--- config.mk ---
export PLATFORM = sky130hd
export DESIGN_NAME = fmks_div_cell
export DESIGN_NICKNAME = d
export VERILOG_FILES = /design/src/rtl/fmks_pkg.sv /design/src/rtl/fmks_div_cell.sv
export SDC_FILE = /design/constraint.sdc
export NUM_CORES = 1
export LEC_CHECK = 0
export BUFFER_PORTS_ARGS = -buffer_cell sky130_fd_sc_hd__buf_2
export CAP_MARGIN = 30
export CELL_PAD_IN_SITES_DETAIL_PLACEMENT = 0
export CELL_PAD_IN_SITES_GLOBAL_PLACEMENT = 1
export CORE_AREA = 2 2 131 133
export CTS_CLUSTER_DIAMETER = 50
export DETAILED_ROUTE_END_ITERATION = 7
export DIE_AREA = 0 0 133 135
export GPL_ROUTABILITY_DRIVEN = 0
export HOLD_SLACK_MARGIN = 0.1
export PLACE_DENSITY_LB_ADDON = 0.1
export SLEW_MARGIN = 40
export SYNTH_ARGS = -nofsm -noshare
export SYNTH_HDL_FRONTEND = slang
export SYNTH_SLANG_ARGS = --single-unit
--- constraint.sdc ---
create_clock -name clk -period 3.35 [get_ports clk]
set_input_delay 0.335 -clock clk [delete_from_list [all_inputs] [get_ports clk]]
set_output_delay 0.335 -clock clk [all_outputs]
set_load 0.02 [all_outputs]
--- src/rtl/fmks_pkg.sv ---
package fmks_pkg;

  localparam int MAX_KEYS    = 8;
  localparam int MAX_PERIODS = 4;

  localparam int KEY_W   = 3;
  localparam int WORD_W  = 5;
  localparam int ADDR_W  = KEY_W + WORD_W;
  localparam int MEM_D   = 256;
  localparam int DATA_W  = 64;
  localparam int DIV_W   = 32;
  localparam int PER_W   = 3;
  localparam int CNT_W   = 4;

  localparam logic OP_WRITE = 1'b0;
  localparam logic OP_QUERY = 1'b1;

  localparam logic [1:0] STAT_WRITTEN = 2'd0;
  localparam logic [1:0] STAT_MATCH   = 2'd1;
  localparam logic [1:0] STAT_NONE    = 2'd2;

  localparam logic [1:0] KIND_VIDEO = 2'd0;
  localparam logic [1:0] KIND_AUDIO = 2'd1;

  localparam logic [WORD_W-1:0] W_MASK    = 5'd0;
  localparam logic [WORD_W-1:0] W_BR_MIN  = 5'd1;
  localparam logic [WORD_W-1:0] W_BR_MAX  = 5'd2;
  localparam logic [WORD_W-1:0] W_PX_MIN  = 5'd3;
  localparam logic [WORD_W-1:0] W_PX_MAX  = 5'd4;
  localparam logic [WORD_W-1:0] W_FPS_MIN = 5'd5;
  localparam logic [WORD_W-1:0] W_FPS_MAX = 5'd6;
  localparam logic [WORD_W-1:0] W_CH_MIN  = 5'd7;
  localparam logic [WORD_W-1:0] W_CH_MAX  = 5'd8;
  localparam logic [WORD_W-1:0] W_PCOUNT  = 5'd9;

  // one stage of the restoring divider chain
  typedef struct packed {
    logic             vld;
    logic [DIV_W-1:0] rem;
    logic [DIV_W-1:0] num;
    logic [DIV_W-1:0] den;
    logic [DIV_W-1:0] quo;
  } div_t;

endpackage

--- src/rtl/fmks_div_cell.sv ---
module fmks_div_cell (
  input  logic          clk,
  input  logic          rst_n,
  input  fmks_pkg::div_t d,
  output fmks_pkg::div_t q_r
);

  logic [fmks_pkg::DIV_W:0]   trial;
  logic [fmks_pkg::DIV_W:0]   diff;
  logic                       ge;
  fmks_pkg::div_t             q_nxt;

  always_comb begin
    trial = {d.rem, d.num[fmks_pkg::DIV_W-1]};
    diff  = trial - {1'b0, d.den};
    ge    = (trial >= {1'b0, d.den});
    q_nxt     = d;
    q_nxt.rem = ge ? diff[fmks_pkg::DIV_W-1:0] : trial[fmks_pkg::DIV_W-1:0];
    q_nxt.num = {d.num[fmks_pkg::DIV_W-2:0], 1'b0};
    q_nxt.quo = {d.quo[fmks_pkg::DIV_W-2:0], ge};
  end

  always_ff @(posedge clk) begin
    if (!rst_n) begin
      q_r.vld <= 1'b0;
    end else begin
      q_r <= q_nxt;
    end
  end

endmodule

After elaboration in Yosys (flattened, before gate mapping)
Index checks and enable logic that the tools add are counted.
{ "word_totals": {"elab_cells": 8, "regBits": 128, "output_inout_bits": 129, "inputBits": 131} }
{ "classes": {"n_mux": 1, "n_lt_le_gt_ge": 1, "add_sub_neg": 1} }
{ "ops": {"columns": ["op", "n"], "rows": [
  ["33-bit by 32-bit >= comparator with 1-bit output", 1],
  ["32-bit 2-to-1 mux", 1],
  ["32-bit subtractor", 1]
]} }

Depth between registers and ports, before layout
{ "logic_depth": {"word_depth": 2, "ltp_mapped": 13, "mapped_depth_nobuf": 12} }

Worst setup path after synthesis
OpenSTA, ideal clock, no wires.
{ "synth_timing": {"path_kind": "input to register", "start": "input port d[39] in the netlist's numbering", "end": "register q_r[109] in the netlist's numbering, data pin", "setup_slack_ps": 239, "cell_stages": 12, "arrival_time_ps": 2849, "t_required_ps": 3088, "setup_ps": 262, "path_buffers": 2, "path_cell_list": "inv_1 > ha_1 > buf_2 > nand4_1 > or4_1 > a21oi_1 > nor3_1 > a211oi_2 > o21ai_2 > o31ai_4 > buf_4 > mux2_1"} }
{ "synth_lines": {"columns": ["element", "line", "text"], "rows": [
  ["start: declaration", "fmks_div_cell.sv:4", "input fmks_pkg::div_t d,"],
  ["end signal: assignment", "fmks_div_cell.sv:27", "q_r <= q_nxt;"],
  ["end: declaration", "fmks_div_cell.sv:5", "output fmks_pkg::div_t q_r"]
]} }

==> impl_results.md <==
- Worst Hold Class: in -> reg
- WP data required: 3.50 ns
- Share of layout cells above drive strength 1: 0.394
- GRT Total Usage: 0.190
- Post-synth top area cell: edfxtp_1
- Row cnt: between 40 and 50
- Crit end category: flip-flop
- Vias: 5136
- Unrepaired setup endpoints after global routing: no
- Syn-to-layout area delta: 54.5%
- CTS tree: built
- FF/Latch Area: 0.00383 mm^2
- Number of global-route vias before repair: a little over 5000
- Seq pwr share: 0.401
- Net count, final: 1015
- Design area: 0.00937 mm^2
- Placed cell areas: 0.00775 mm^2
- Clock-pin slew of the registers on the worst-case setup and hold paths: 0.06 ns
- Most Crowded Layer GR: met2
- LEAKAGE: 4.14 nW
- Final setup margin: 0.0847 ns
- Post-DP HPWL: 12.7 mm
- Starting Density: 0.369
- Core Util, Final: 0.571
- H-tree depth: 4
- WS Path Type: in -> reg
- Mean Syn Cell Area: roughly 13 um^2
- Critical path launch point type: input pin
- Met3 usage: 0.0691
- Fill cell count: 1404
- Hold Fails Final Rpt: 0
- IR Drop Worst-Case VDD: approximately 0.33 mV
- Total CTS buffers: 17
- M2 GR Usage: 0.326
- Area contributors post-synth: edfxtp_1 (63%), ha_1 (6.6%), a21oi_1 (4.6%)
- Number of flip-flops in the largest register: 128
- Min Tclk post-route: 3.27 ns
- Synth top cells by count: edfxtp_1 (127), a21oi_1 (56), inv_1 (38)
- Global-route wire length before repair: 26.5 mm
- Crit path arrival time: 3.42 ns
- IO Count: 260
- Post-synthesis cell area: between 0.006 and 0.007 mm^2
- Max-Cap Viols: 0
- NetSw: around 0.0014 W
- Worst-Margin Slew: 0.732 ns
- Antenna violations before repair: 2
- Core Area: 0.0164 mm^2
- DRC: 0
- Hold path depth: 1
- WHS: roughly 0.12 ns
- Achievable frequency: 306 MHz
- Met1 Usage GRT: 0.227
- FF+latch count, synth: 128
- Final ANT Viol Nets: 0
- Setup TNS Final: 0 ns
- Number of antenna diodes: 0
- Ys async rst share: 0
- Routed vias/inst: 4.74
- Die height: roughly 140 um
- Clock Power Share: 0.376
- Status: finished clean
- Final wirelength: 17.7 mm
- Drt pass-1 iters: 4
- EDFF count, synth: 127
- Die Wd: 133 um
- Largest registers: q_r (128)
- Final Max Slew Viols: 0
- Yosys warnings: 0
- CTS Sinks: 128
- Max stage delay cell, worst path: or4_4
- Hold_sp: d[48]
- Syn nets: 640
- Total die area: 0.0180 mm^2
- Iter 0 DRT Violations: around 250
- PwrDens: ~530 mW/mm^2
- CP cell instances: dlygate4sd3_1 -> buf_2 -> inv_1 -> ha_4 -> nand4_1 -> or4_4 -> a21oi_4 -> nor3_2 -> a211oi_2 -> o21ai_2 -> o31ai_4 -> buf_6 -> mux2_1
- Largest reg by FF count: q_r
- Worst-path fanout max: 7
- Grt ovf: 0
- Final Cycle Share: 0.975
- Area of the multi-input gates: 0.00206 mm^2
- Primary FF master, synth: edfxtp_1
- Most frequent cell after synthesis: edfxtp_1
- Post-Syn Instances: ~480
- Slew HR: 0.512
- WL per Instance: 16.3 um
- Largest net degree at the start of global routing: 77
- Number of port buffers: 257
- Sw frac: 0.286
- Gate power share: 0.223
- Internal cell power: between 0.003 and 0.004 W
- Post-Place Worst Slack: -0.105 ns
- Clock Path Buffers: 2
- Sequential area share after synthesis: 0.633
- Setup-failing EPs final: 0
- Yosys top cell area share: 0.629
- CTS root buf: clkbuf_16
- Hold Path Sink: q_r[48]
- CP max stage delay: 0.55 ns
- Cell variety after synth: 50
==> metrics by stage <==
step | total power [W] | std cells
6_report | 0.00496 | 1084
5_1_grt | 0.00518 | 1084
4_1_cts | 0.00499 | 1076
3_5_place_dp | 0.00302 | 960
3_3_place_gp | 0.00301 | 960
2_1_floorplan | 0.00261 | 476
==> repair_timing <==
action / in CTS / in global routing
hold endpoints to repair: 84 / 1
buffers inserted: 0 / 5
resized for setup: 0 / 13
endpoints found under the setup margin: 0 / 22
hold buffers: 84 / 1
==> worst max-delay path by stage <==
stage | endpoint | cells after the start | start | slack (ns)
floorplan | q_r[109] | 12 | d[39] | 0.24
global placement | q_r[126] | 12 | d[32] | -0.07
detailed placement | q_r[126] | 12 | d[32] | -0.11
CTS | q_r[120] | 16 | d[38] | 0.04
global route | q_r[126] | 13 | d[45] | 0.0007
finish | q_r[126] | 13 | d[45] | 0.08
==> cell families after synthesis <==
family / Yosys count / share of synthesized area
compound gates: 119 / 0.121
xor+xnor: 27 / 0.0390
fa+ha+maj: 33 / 0.0694
buf+inv: 57 / 0.0396
flops: 128 / 0.633
mux: 11 / 0.0202
other cells: 1 / 0.000619
simple gates: 100 / 0.0778
==> layout by cell type (no fill, tap or decap), types with 15 or more instances in the layout <==
cell type      Yosys  routed
clkbuf_16          0      19
inv_1             38      38
xnor2_1           15      15
ha_1              32      30
nand2_1           26      26
buf_4              4      27
nor2_1            35      35
edfxtp_1         127     127
a21oi_1           56      54
buf_2              8     256
dlygate4sd3_1      0      85
o21ai_0           16      16
==> power groups by stage <==
stage / Combinational, W / Sequential (W) / Clock, W
floorplan: 0.000374 / 0.00224 / 0
global placement: 0.000989 / 0.00202 / 0
detailed placement: 0.000995 / 0.00202 / 0
CTS: 0.00108 / 0.00199 / 0.00191
global route: 0.00120 / 0.00201 / 0.00198
finish: 0.00111 / 0.00199 / 0.00186
==> layout make-up <==
cell class,count,share of cell area
tap,220,0.0294
timing repair buffer,375,0.263
inverter,38,0.0152
clock inverter,14,0.0178
sequential,128,0.409
clock buffer,18,0.0458
multi-input combinational,291,0.220
==> layer usage <==
layer	wire length (um)	up-vias
met5	26	-
met4	189	4
met3	1390	19
met2	8530	206
met1	7520	2397
li1	-	2510
==> critical path, delay by kind of cell <==
family / cells / cell delay, ns
buffers and inverters: 4 / 0.92
adders and majority gates: 1 / 0.26
AOI/OAI and AO/OA: 4 / 0.81
and+or+nand+nor: 3 / 0.76
muxes: 1 / 0.33
Note: power is estimated with default switching activity, not from simulation.
